--- config.mk ---
export PLATFORM = sky130hd
export DESIGN_NAME = script_text_extractor_top
export DESIGN_NICKNAME = d
export VERILOG_FILES = /design/src/design/ste_pkg.sv /design/src/design/ste_front.sv /design/src/design/ste_cmd_fifo.sv /design/src/design/ste_back.sv /design/src/design/script_text_extractor_top.sv
export SDC_FILE = /design/constraint.sdc
export NUM_CORES = 1
export LEC_CHECK = 0
export ABC_AREA = 0
export BUFFER_PORTS_ARGS = -buffer_cell sky130_fd_sc_hd__buf_2
export CORE_MARGIN = 2
export CORE_UTILIZATION = 50
export CTS_BUF_LIST = sky130_fd_sc_hd__clkbuf_8 sky130_fd_sc_hd__clkbuf_16
export DETAILED_ROUTE_END_ITERATION = 16
export GPL_TIMING_DRIVEN = 1
export HOLD_SLACK_MARGIN = 0.12
export PLACE_DENSITY = 0.69
export SETUP_SLACK_MARGIN = 0.15
export SYNTH_ARGS = -nofsm -noshare
export SYNTH_HDL_FRONTEND = slang
export SYNTH_SLANG_ARGS = --single-unit
--- constraint.sdc ---
create_clock -name clk -period 4.75 [get_ports clk]
set_input_delay 0.2375 -clock clk [delete_from_list [all_inputs] [get_ports clk]]
set_output_delay 0.2375 -clock clk [all_outputs]
set_load 0.02 [all_outputs]
--- src/design/ste_pkg.sv ---
// Shared types, constants and UTF-8 helpers for the script text extractor.
// No dependencies; imported by all design modules but the checker.
package ste_pkg;

	typedef enum logic [2:0] {
		MODE_SCAN     = 3'd0,
		MODE_TEXT_LEN = 3'd1,
		MODE_SKIP_LEN = 3'd2,
		MODE_TEXT_LO  = 3'd3,
		MODE_TEXT_HI  = 3'd4,
		MODE_SKIP_LO  = 3'd5,
		MODE_SKIP_HI  = 3'd6
	} mode_t;

	localparam logic [7:0]  OP_TEXT_A   = 8'h02;
	localparam logic [7:0]  OP_TEXT_B   = 8'h03;
	localparam logic [7:0]  OP_SKIP     = 8'h30;
	localparam logic [7:0]  OP_SECOND   = 8'h88;
	localparam logic [7:0]  CHAR_CR     = 8'h0D;
	localparam logic [7:0]  CHAR_LF     = 8'h0A;
	localparam logic [20:0] CP_REPLACE  = 21'h00FFFD;
	localparam logic [20:0] CP_SUPP_BASE = 21'h010000;
	localparam logic [5:0]  SURR_HIGH   = 6'b110110;
	localparam logic [5:0]  SURR_LOW    = 6'b110111;

	localparam int CMDQ_DEPTH = 4;
	localparam int CMDQ_PTR_W = $clog2(CMDQ_DEPTH);
	localparam int CMDQ_CNT_W = $clog2(CMDQ_DEPTH + 1);

	// one group of results: [U+FFFD][code point][U+FFFD][CR LF]
	typedef struct packed {
		logic        pre;
		logic        cpv;
		logic [20:0] cp;
		logic        post;
		logic        crlf;
	} cmd_t;

	function automatic logic [1:0] utf8_last(input logic [20:0] cp);
		logic [1:0] n;
		begin
			if (cp < 21'h80)
				n = 2'd0;
			else if (cp < 21'h800)
				n = 2'd1;
			else if (cp < 21'h10000)
				n = 2'd2;
			else
				n = 2'd3;
			return n;
		end
	endfunction

	function automatic logic [7:0] utf8_byte(input logic [20:0] cp, input logic [1:0] idx);
		logic [7:0] b;
		begin
			b = 8'h00;
			unique case (utf8_last(cp))
				2'd0: b = cp[7:0];
				2'd1: b = (idx == 2'd0) ? {3'b110, cp[10:6]} : {2'b10, cp[5:0]};
				2'd2: begin
					if (idx == 2'd0)
						b = {4'b1110, cp[15:12]};
					else if (idx == 2'd1)
						b = {2'b10, cp[11:6]};
					else
						b = {2'b10, cp[5:0]};
				end
				default: begin
					if (idx == 2'd0)
						b = {5'b11110, cp[20:18]};
					else if (idx == 2'd1)
						b = {2'b10, cp[17:12]};
					else if (idx == 2'd2)
						b = {2'b10, cp[11:6]};
					else
						b = {2'b10, cp[5:0]};
				end
			endcase
			return b;
		end
	endfunction

endpackage

--- src/design/ste_front.sv ---
// Front end: parses the script byte stream, issuing at most one result group
// per accepted byte. Depends on ste_pkg.
module ste_front
	import ste_pkg::*;
(
	input  logic       clk,
	input  logic       arst_n,
	input  logic       accept,
	input  logic [7:0] in_byte,
	input  logic       end_of_file,
	output logic       cmd_push,
	output cmd_t       cmd
);

	mode_t       mode_q, mode_n;
	logic [7:0]  prev_byte_q, prev_byte_n;
	logic        prev_valid_q, prev_valid_n;
	logic [7:0]  units_q, units_n;
	logic [7:0]  low_q, low_n;
	logic [9:0]  pend_hi_q, pend_hi_n;
	logic        pend_v_q, pend_v_n;
	logic        stopped_q, stopped_n;

	logic [15:0] unit;
	logic        u_zero, u_hi, u_lo;
	logic [7:0]  units_dec;
	logic        units_done;
	logic        pv_after;
	logic [20:0] cp_pair;

	assign unit       = {in_byte, low_q};
	assign u_zero     = (unit == 16'h0000);
	assign u_hi       = (unit[15:10] == SURR_HIGH);
	assign u_lo       = (unit[15:10] == SURR_LOW);
	assign units_dec  = units_q - 8'd1;
	assign units_done = (units_dec == 8'd0);
	assign pv_after   = stopped_q ? pend_v_q : u_hi;
	assign cp_pair    = CP_SUPP_BASE + {1'b0, pend_hi_q, unit[9:0]};

	always_comb begin
		mode_n       = mode_q;
		prev_byte_n  = prev_byte_q;
		prev_valid_n = prev_valid_q;
		units_n      = units_q;
		low_n        = low_q;
		pend_hi_n    = pend_hi_q;
		pend_v_n     = pend_v_q;
		stopped_n    = stopped_q;
		unique case (mode_q)
			MODE_TEXT_LEN: begin
				units_n   = in_byte;
				pend_v_n  = 1'b0;
				pend_hi_n = 10'd0;
				stopped_n = 1'b0;
				if (in_byte == 8'd0) begin
					mode_n       = MODE_SCAN;
					prev_valid_n = 1'b0;
					prev_byte_n  = 8'd0;
				end else begin
					mode_n = MODE_TEXT_LO;
				end
			end
			MODE_SKIP_LEN: begin
				units_n = in_byte;
				if (in_byte == 8'd0) begin
					mode_n       = MODE_SCAN;
					prev_valid_n = 1'b0;
					prev_byte_n  = 8'd0;
				end else begin
					mode_n = MODE_SKIP_LO;
				end
			end
			MODE_TEXT_LO: begin
				low_n  = in_byte;
				mode_n = MODE_TEXT_HI;
			end
			MODE_TEXT_HI: begin
				if (!stopped_q) begin
					if (u_zero) begin
						pend_v_n  = 1'b0;
						stopped_n = 1'b1;
					end else if (u_hi) begin
						pend_v_n  = 1'b1;
						pend_hi_n = unit[9:0];
					end else begin
						pend_v_n = 1'b0;
					end
				end
				units_n = units_dec;
				if (units_done) begin
					pend_v_n     = 1'b0;
					stopped_n    = 1'b0;
					mode_n       = MODE_SCAN;
					prev_valid_n = 1'b0;
					prev_byte_n  = 8'd0;
				end else begin
					mode_n = MODE_TEXT_LO;
				end
			end
			MODE_SKIP_LO: begin
				mode_n = MODE_SKIP_HI;
			end
			MODE_SKIP_HI: begin
				units_n = units_dec;
				if (units_done) begin
					mode_n       = MODE_SCAN;
					prev_valid_n = 1'b0;
					prev_byte_n  = 8'd0;
				end else begin
					mode_n = MODE_SKIP_LO;
				end
			end
			default: begin
				if (prev_valid_q && in_byte == OP_SECOND &&
				    (prev_byte_q == OP_TEXT_A || prev_byte_q == OP_TEXT_B)) begin
					mode_n       = MODE_TEXT_LEN;
					prev_valid_n = 1'b0;
				end else if (prev_valid_q && in_byte == OP_SECOND &&
				             prev_byte_q == OP_SKIP) begin
					mode_n       = MODE_SKIP_LEN;
					prev_valid_n = 1'b0;
				end else begin
					mode_n       = MODE_SCAN;
					prev_byte_n  = in_byte;
					prev_valid_n = 1'b1;
				end
			end
		endcase
		if (end_of_file) begin
			mode_n       = MODE_SCAN;
			prev_byte_n  = 8'd0;
			prev_valid_n = 1'b0;
			units_n      = 8'd0;
			low_n        = 8'd0;
			pend_hi_n    = 10'd0;
			pend_v_n     = 1'b0;
			stopped_n    = 1'b0;
		end
	end

	always_comb begin
		cmd = '0;
		unique case (mode_q)
			MODE_TEXT_LEN: begin
				cmd.crlf = (in_byte == 8'd0);
			end
			MODE_TEXT_HI: begin
				if (!stopped_q) begin
					if (u_zero || u_hi) begin
						cmd.pre = pend_v_q;
					end else if (u_lo) begin
						cmd.cpv = 1'b1;
						cmd.cp  = pend_v_q ? cp_pair : CP_REPLACE;
					end else begin
						cmd.pre = pend_v_q;
						cmd.cpv = 1'b1;
						cmd.cp  = {5'd0, unit};
					end
				end
				cmd.post = units_done && pv_after;
				cmd.crlf = units_done;
			end
			default: begin
				cmd = '0;
			end
		endcase
	end

	assign cmd_push = accept && (cmd.pre || cmd.cpv || cmd.post || cmd.crlf);

	always_ff @(posedge clk or negedge arst_n) begin
		if (!arst_n) begin
			mode_q       <= MODE_SCAN;
			prev_byte_q  <= 8'd0;
			prev_valid_q <= 1'b0;
			units_q      <= 8'd0;
			low_q        <= 8'd0;
			pend_hi_q    <= 10'd0;
			pend_v_q     <= 1'b0;
			stopped_q    <= 1'b0;
		end else if (accept) begin
			mode_q       <= mode_n;
			prev_byte_q  <= prev_byte_n;
			prev_valid_q <= prev_valid_n;
			units_q      <= units_n;
			low_q        <= low_n;
			pend_hi_q    <= pend_hi_n;
			pend_v_q     <= pend_v_n;
			stopped_q    <= stopped_n;
		end
	end

endmodule

--- src/design/ste_cmd_fifo.sv ---
// Short command queue between the parser front end and the byte emitter.
// Depends on ste_pkg.
module ste_cmd_fifo
	import ste_pkg::*;
(
	input  logic clk,
	input  logic arst_n,
	input  logic wr_en,
	input  cmd_t wr_data,
	output logic full,
	input  logic rd_en,
	output cmd_t rd_data,
	output logic rd_valid
);

	cmd_t                  mem_q [CMDQ_DEPTH];
	logic [CMDQ_PTR_W-1:0] wr_ptr_q;
	logic [CMDQ_PTR_W-1:0] rd_ptr_q;
	logic [CMDQ_CNT_W-1:0] count_q;
	logic                  do_wr, do_rd;

	assign full     = (count_q == CMDQ_CNT_W'(CMDQ_DEPTH));
	assign rd_valid = (count_q != '0);
	assign rd_data  = mem_q[rd_ptr_q];
	assign do_wr    = wr_en && !full;
	assign do_rd    = rd_en && rd_valid;

	always_ff @(posedge clk) begin
		if (do_wr)
			mem_q[wr_ptr_q] <= wr_data;
	end

	always_ff @(posedge clk or negedge arst_n) begin
		if (!arst_n) begin
			wr_ptr_q <= '0;
			rd_ptr_q <= '0;
			count_q  <= '0;
		end else begin
			if (do_wr)
				wr_ptr_q <= wr_ptr_q + 1'b1;
			if (do_rd)
				rd_ptr_q <= rd_ptr_q + 1'b1;
			if (do_wr && !do_rd)
				count_q <= count_q + 1'b1;
			else if (!do_wr && do_rd)
				count_q <= count_q - 1'b1;
		end
	end

endmodule

--- src/design/ste_back.sv ---
// Back end: expands result groups into UTF-8 and CR LF bytes, one per cycle
// while the output register is free. Depends on ste_pkg.
module ste_back
	import ste_pkg::*;
(
	input  logic       clk,
	input  logic       arst_n,
	input  logic       cmd_valid,
	input  cmd_t       cmd,
	output logic       cmd_take,
	output logic [7:0] out_byte,
	output logic       run_last,
	output logic       empty,
	input  logic       pop
);

	logic        pre_q, cpv_q, post_q, crlf_q;
	logic [20:0] cp_q;
	logic [1:0]  idx_q;
	logic        out_valid_q;
	logic [7:0]  out_byte_q;
	logic        run_last_q;

	logic        active;
	logic        seg_crlf;
	logic [20:0] seg_cp;
	logic [1:0]  seg_last;
	logic        seg_end;
	logic        rest;
	logic [7:0]  byte_nx;
	logic        out_free;
	logic        emit;
	logic        cmd_end;

	assign active   = pre_q || cpv_q || post_q || crlf_q;
	assign seg_crlf = !pre_q && !cpv_q && !post_q;

	always_comb begin
		seg_cp   = (cpv_q && !pre_q) ? cp_q : CP_REPLACE;
		seg_last = seg_crlf ? 2'd1 : utf8_last(seg_cp);
		byte_nx  = seg_crlf ? (idx_q[0] ? CHAR_LF : CHAR_CR) : utf8_byte(seg_cp, idx_q);
		seg_end  = (idx_q == seg_last);
		priority if (pre_q)
			rest = cpv_q || post_q || crlf_q;
		else if (cpv_q)
			rest = post_q || crlf_q;
		else if (post_q)
			rest = crlf_q;
		else
			rest = 1'b0;
	end

	assign out_free = !out_valid_q || pop;
	assign emit     = active && out_free;
	assign cmd_end  = seg_end && !rest;
	assign cmd_take = cmd_valid && (!active || (emit && cmd_end));

	always_ff @(posedge clk or negedge arst_n) begin
		if (!arst_n) begin
			pre_q  <= 1'b0;
			cpv_q  <= 1'b0;
			post_q <= 1'b0;
			crlf_q <= 1'b0;
			idx_q  <= 2'd0;
		end else if (cmd_take) begin
			pre_q  <= cmd.pre;
			cpv_q  <= cmd.cpv;
			post_q <= cmd.post;
			crlf_q <= cmd.crlf;
			idx_q  <= 2'd0;
		end else if (emit) begin
			if (seg_end) begin
				idx_q <= 2'd0;
				priority if (pre_q)
					pre_q <= 1'b0;
				else if (cpv_q)
					cpv_q <= 1'b0;
				else if (post_q)
					post_q <= 1'b0;
				else
					crlf_q <= 1'b0;
			end else begin
				idx_q <= idx_q + 2'd1;
			end
		end
	end

	always_ff @(posedge clk) begin
		if (cmd_take)
			cp_q <= cmd.cp;
	end

	always_ff @(posedge clk or negedge arst_n) begin
		if (!arst_n)
			out_valid_q <= 1'b0;
		else if (emit)
			out_valid_q <= 1'b1;
		else if (pop)
			out_valid_q <= 1'b0;
	end

	always_ff @(posedge clk) begin
		if (emit) begin
			out_byte_q <= byte_nx;
			run_last_q <= cmd_end;
		end
	end

	assign out_byte = out_byte_q;
	assign run_last = run_last_q;
	assign empty    = !out_valid_q;

endmodule

--- src/design/script_text_extractor_top.sv ---
// Top level of the script text extractor: parser front end, command queue, byte emitter.
// Depends on ste_pkg, ste_front, ste_cmd_fifo and ste_back.
//
// Input queue port: in_byte and end_of_file are taken when push is high and full is low.
// Output queue port: out_byte and run_last are valid while empty is low; a result is
// taken when pop is high. run_last marks the final byte caused by one input byte.
//
// While full is low, the parser takes one input byte per cycle and turns each byte into
// at most one result group (replacement char, code point, replacement char, CR LF),
// which goes into a four-entry command queue. While the receiver pops, the emitter
// drains that queue one output byte per cycle with no gap between groups, so throughput
// is bounded by the output: one input per cycle while the queue has room, otherwise
// one output byte per cycle. Each result passes the queue, emitter and output register.
//
// Reset clears the parser state, the queue and the output valid flag; empty is high
// and full low afterward. When the receiver stops popping, the output register holds,
// the emitter stalls, the queue fills and full rises; input bytes that produce no
// result are still taken while the queue is not full.
module script_text_extractor_top
	import ste_pkg::*;
(
	input  logic       clk,
	input  logic       arst_n,
	input  logic [7:0] in_byte,
	input  logic       end_of_file,
	input  logic       push,
	output logic       full,
	output logic [7:0] out_byte,
	output logic       run_last,
	output logic       empty,
	input  logic       pop
);

	logic accept;
	logic cmd_push;
	cmd_t cmd_in;
	cmd_t cmd_out;
	logic cmd_valid;
	logic cmd_take;

	assign accept = push && !full;

	ste_front u_front (
		.clk         (clk),
		.arst_n      (arst_n),
		.accept      (accept),
		.in_byte     (in_byte),
		.end_of_file (end_of_file),
		.cmd_push    (cmd_push),
		.cmd         (cmd_in)
	);

	ste_cmd_fifo u_cmdq (
		.clk      (clk),
		.arst_n   (arst_n),
		.wr_en    (cmd_push),
		.wr_data  (cmd_in),
		.full     (full),
		.rd_en    (cmd_take),
		.rd_data  (cmd_out),
		.rd_valid (cmd_valid)
	);

	ste_back u_back (
		.clk       (clk),
		.arst_n    (arst_n),
		.cmd_valid (cmd_valid),
		.cmd       (cmd_out),
		.cmd_take  (cmd_take),
		.out_byte  (out_byte),
		.run_last  (run_last),
		.empty     (empty),
		.pop       (pop)
	);

endmodule

==> key figures <==
Run status
  • Outcome: completed

Clocking
  • Clock-pin slew on the worst setup and hold paths: 0.07 ns
  • CTS tree: built
  • Clk_lat worst skew: 0.43 ns
  • CTS Buf Count: 17
  • H-tree depth: 4
  • Post-CTS Setup Inserts: 0
  • PostCTS Resize Cnt: 0
  • Root Driver: clkbuf_16
  • Clk sinks: between 150 and 200
  • Longest Clk Path Bufs: 2

Worst setup path
  • CP startpoint kind: flip-flop
  • Crit Path Class: flip-flop to flip-flop
  • Crit. End Element: flip-flop
  • Crit path max fanout: 5
  • Reg-to-Reg End: u_cmdq.count_q[2]$_DFFE_PN0P_
  • Worst Path Arrival: 4.26 ns
  • R2R cell count: 12
  • Worst r2r src: u_back.cp_q[18]$_DFFE_PP_
  • Setup slack, reg-to-reg: 0.84 ns
  • Required time at the worst-slack endpoint: slightly above 5 ns

Detailed routing
  • First-pass iteration count of the detailed router: 5
  • Wirelength per Cell: around 19 um
  • Antenna Nets Post-Route: 0
  • Via/cell ratio: 6.08
  • Iteration-0 DRC Markers: 521
  • Vias: 5,699
  • Drt total wl: between 15,000 and 20,000 um
  • Drt drc: 0

Synthesis
  • Syn Inst Count: 682
  • Yosys warns: 0
  • Post-synthesis sequential area ratio: around three fifths
  • Post-synthesis area per instance: roughly 13 um2
  • Mapped Nets: about 700
  • Most frequent cell after synthesis: edfxtp_1
  • Synth top area share: between 40 and 50%
  • Synth top cells by count: edfxtp_1, nor2_1, dfrtp_1, o21ai_0, nand2_1
  • Synth area leader: edfxtp_1
  • EDFF count, synth: 130
  • Synth top area cells: edfxtp_1, dfrtp_1, mux4_2
  • Synth Flop Type: edfxtp_1
  • Asr flop ratio synth: between 20 and 30%
  • Synth Register Bits: between 150 and 200
  • Distinct cells, synth: 66
  • Mapped cell area: about 8600 um2

Timing
  • RSZ-0062 raised after global routing: false
  • Clock skew: 0.00860 ns
  • Post-layout min period: slightly below 4 ns
  • Final worst-path cycle share: 82.3%
  • Slew headroom: ~17%
  • # setup viols final: 0
  • Fmax: about 260 MHz
  • Post-route setup TNS: 0 ns
  • Max Slew Vio Count: 0
  • Worst-Margin Slew: 1.24 ns
  • Final hold vios: 0

Pwr
  • Worst vdd ir: about 0.00033 V
  • Pleak: roughly 3.6 nW
  • Pwr dens: around 560 nW/um2

Floorplan
  • Rows: 48
  • Die height: 135 um
  • Core area: ~17,000 um2
  • IO Pins: 24
  • Initial Util: about 50%
  • Full die area: about 18,000 um2
  • Die width: between 100 and 150 um

Place
  • Buffers on Ports: 23
  • Routability congestion estimate: just under 0.9
  • Final HPWL DP: around 12,000 um
  • DP Area: 8960 um2

Cells and area
  • Design Area, Final: about 9700 um2
  • Nets: 729
  • Ant diodes: 0
  • Layout cells sized above 1: 16.1%
  • Area Overhead vs Synth: 11.8%
  • Fillers: approximately 1,400
  • Final core utilization: about 56%

Global routing
  • First-pass GRT wire length: 29,300 um
  • Largest net degree at the start of global routing: 55
  • Initial antenna violation count: 0
  • Number of global-route vias before repair: roughly 5,600
  • Total gr overflow: 0
  • GR Util All Layers: between 20% and 30%

Hold path
  • Worst hold path class: input pin to flip-flop
  • Hold depth: 2
  • Hold EP: u_front.prev_byte_q[5]$_DFFE_PN0P_
  • Hold Crit Start: in_byte[5]

Run
  • Max Cap Viol: 0
## registers in the layout (all words and copies together) (netlist names), 3 cells and up
| name | flops |
|---|---|
| u_back.cp_q | 21 |
| u_front.units_q | 8 |
| u_front.prev_byte_q | 8 |
| u_cmdq.count_q | 3 |
| u_front.mode_q | 3 |
| u_back.out_byte | 8 |
| u_front.low_q | 8 |
| u_cmdq.mem_q | 100 |
| u_front.pend_hi_q | 10 |
## worst max-delay path by stage
stage                               from                            end  slack [ns]  cells after the start
3_5_place_dp   u_back.cp_q[19]$_DFFE_PP_  u_cmdq.count_q[2]$_DFFE_PN0P_        0.89                     12
5_1_grt        u_back.cp_q[19]$_DFFE_PP_  u_cmdq.count_q[2]$_DFFE_PN0P_        0.60                     12
4_1_cts        u_back.cp_q[18]$_DFFE_PP_  u_cmdq.count_q[2]$_DFFE_PN0P_        0.84                     12
3_3_place_gp   u_back.cp_q[19]$_DFFE_PP_  u_cmdq.count_q[2]$_DFFE_PN0P_        1.08                     12
6_report       u_back.cp_q[18]$_DFFE_PP_  u_cmdq.count_q[2]$_DFFE_PN0P_        0.84                     12
2_1_floorplan  u_back.cp_q[15]$_DFFE_PP_  u_cmdq.count_q[2]$_DFFE_PN0P_        1.37                     11
## stage by stage
step / total power [mW] / setup slack (ns) / hold WS (ns) / std cells
after CTS: 5.42 / 0.845 / 0.129 / 938
after global routing: 5.67 / 0.604 / 0.154 / 938
final: 5.39 / 0.839 / 0.143 / 938
after floorplan: 3.40 / 1.37 / -0.0581 / 682
after detailed placement: 3.80 / 0.893 / 0.418 / 905
after global placement: 3.76 / 1.08 / 0.423 / 905
## worst max-delay path, cell delays in order, from the launching register on
cell      delay (ns)
edfxtp_1        0.40
or4_1           0.61
nor4_2          0.60
inv_1           0.18
a211oi_1        0.47
nor2_1          0.20
a21oi_1         0.22
a21oi_1         0.10
ha_1            0.25
fa_1            0.38
xnor2_1         0.13
nor2_1          0.11
xor2_1          0.17
## placed cells by master, fill, tap and decap left out, types with 4 or more instances in the layout
cell,count
a211oi_1,5
a21bo_2,8
a21oi_1,35
a22o_1,10
and2_1,4
buf_2,23
buf_4,10
bufinv_16,7
clkbuf_16,17
dfrtp_1,54
edfxtp_1,130
ha_1,15
inv_1,26
mux2_2,7
mux2i_1,9
mux4_2,25
nand2_1,43
nand2b_1,15
nand3_1,13
nand4_1,13
nor2_1,69
nor2b_1,8
nor3_1,16
nor4_1,8
o211ai_1,6
o21ai_0,51
o31ai_1,7
or3_1,7
or4_1,4
xnor2_1,6
## what timing repair did
item / in CTS / in global routing
hold buffers: 1 / 0
endpoints found under the setup margin: 0 / 0
hold endpoints to repair: 54 / 0
## cells by family (layout without fill, tap and decap cells)
kind of cell             count (synthesis)  in the layout  share of synthesized area (%)
XOR/XNOR                                 9              9                          0.913
adder cells (fa/ha/maj)                 17             17                           2.52
flip-flops                             184            184                           60.9
AND/OR/NAND/NOR                        218            218                           12.6
multiplexers                            41             41                           8.48
AO/OA/AOI/OAI                          154            154                           11.9
buffers and inverters                   59             90                           2.71
## power breakdown
group	internal (mW)	total, mW	switching [mW]
combinational	0.660	1.56	0.903
clock	1.03	1.62	0.582
sequential	2.01	2.21	0.199
total	3.71	5.39	1.68
## cell type report
cell class,count,area [um2],share of cell area (%)
clock inverter,15,258,2.67
tap,225,282,2.92
timing repair buffer,34,200,2.07
multi-input combinational,439,3150,32.6
clock buffer,17,425,4.41
sequential,184,5260,54.4
inverter,24,90.1,0.933
## layer usage
metal | vias up | share of wire [%] | track usage, %
li1 | 2624 | - | -
met1 | 2839 | 41 | 26.4
met2 | 211 | 52 | 37.2
met3 | 25 | 4.8 | 3.78
met4 | 0 | 1.8 | 6.66
met5 | - | 0 | 0
Note: power is estimated with default switching activity, not from simulation.
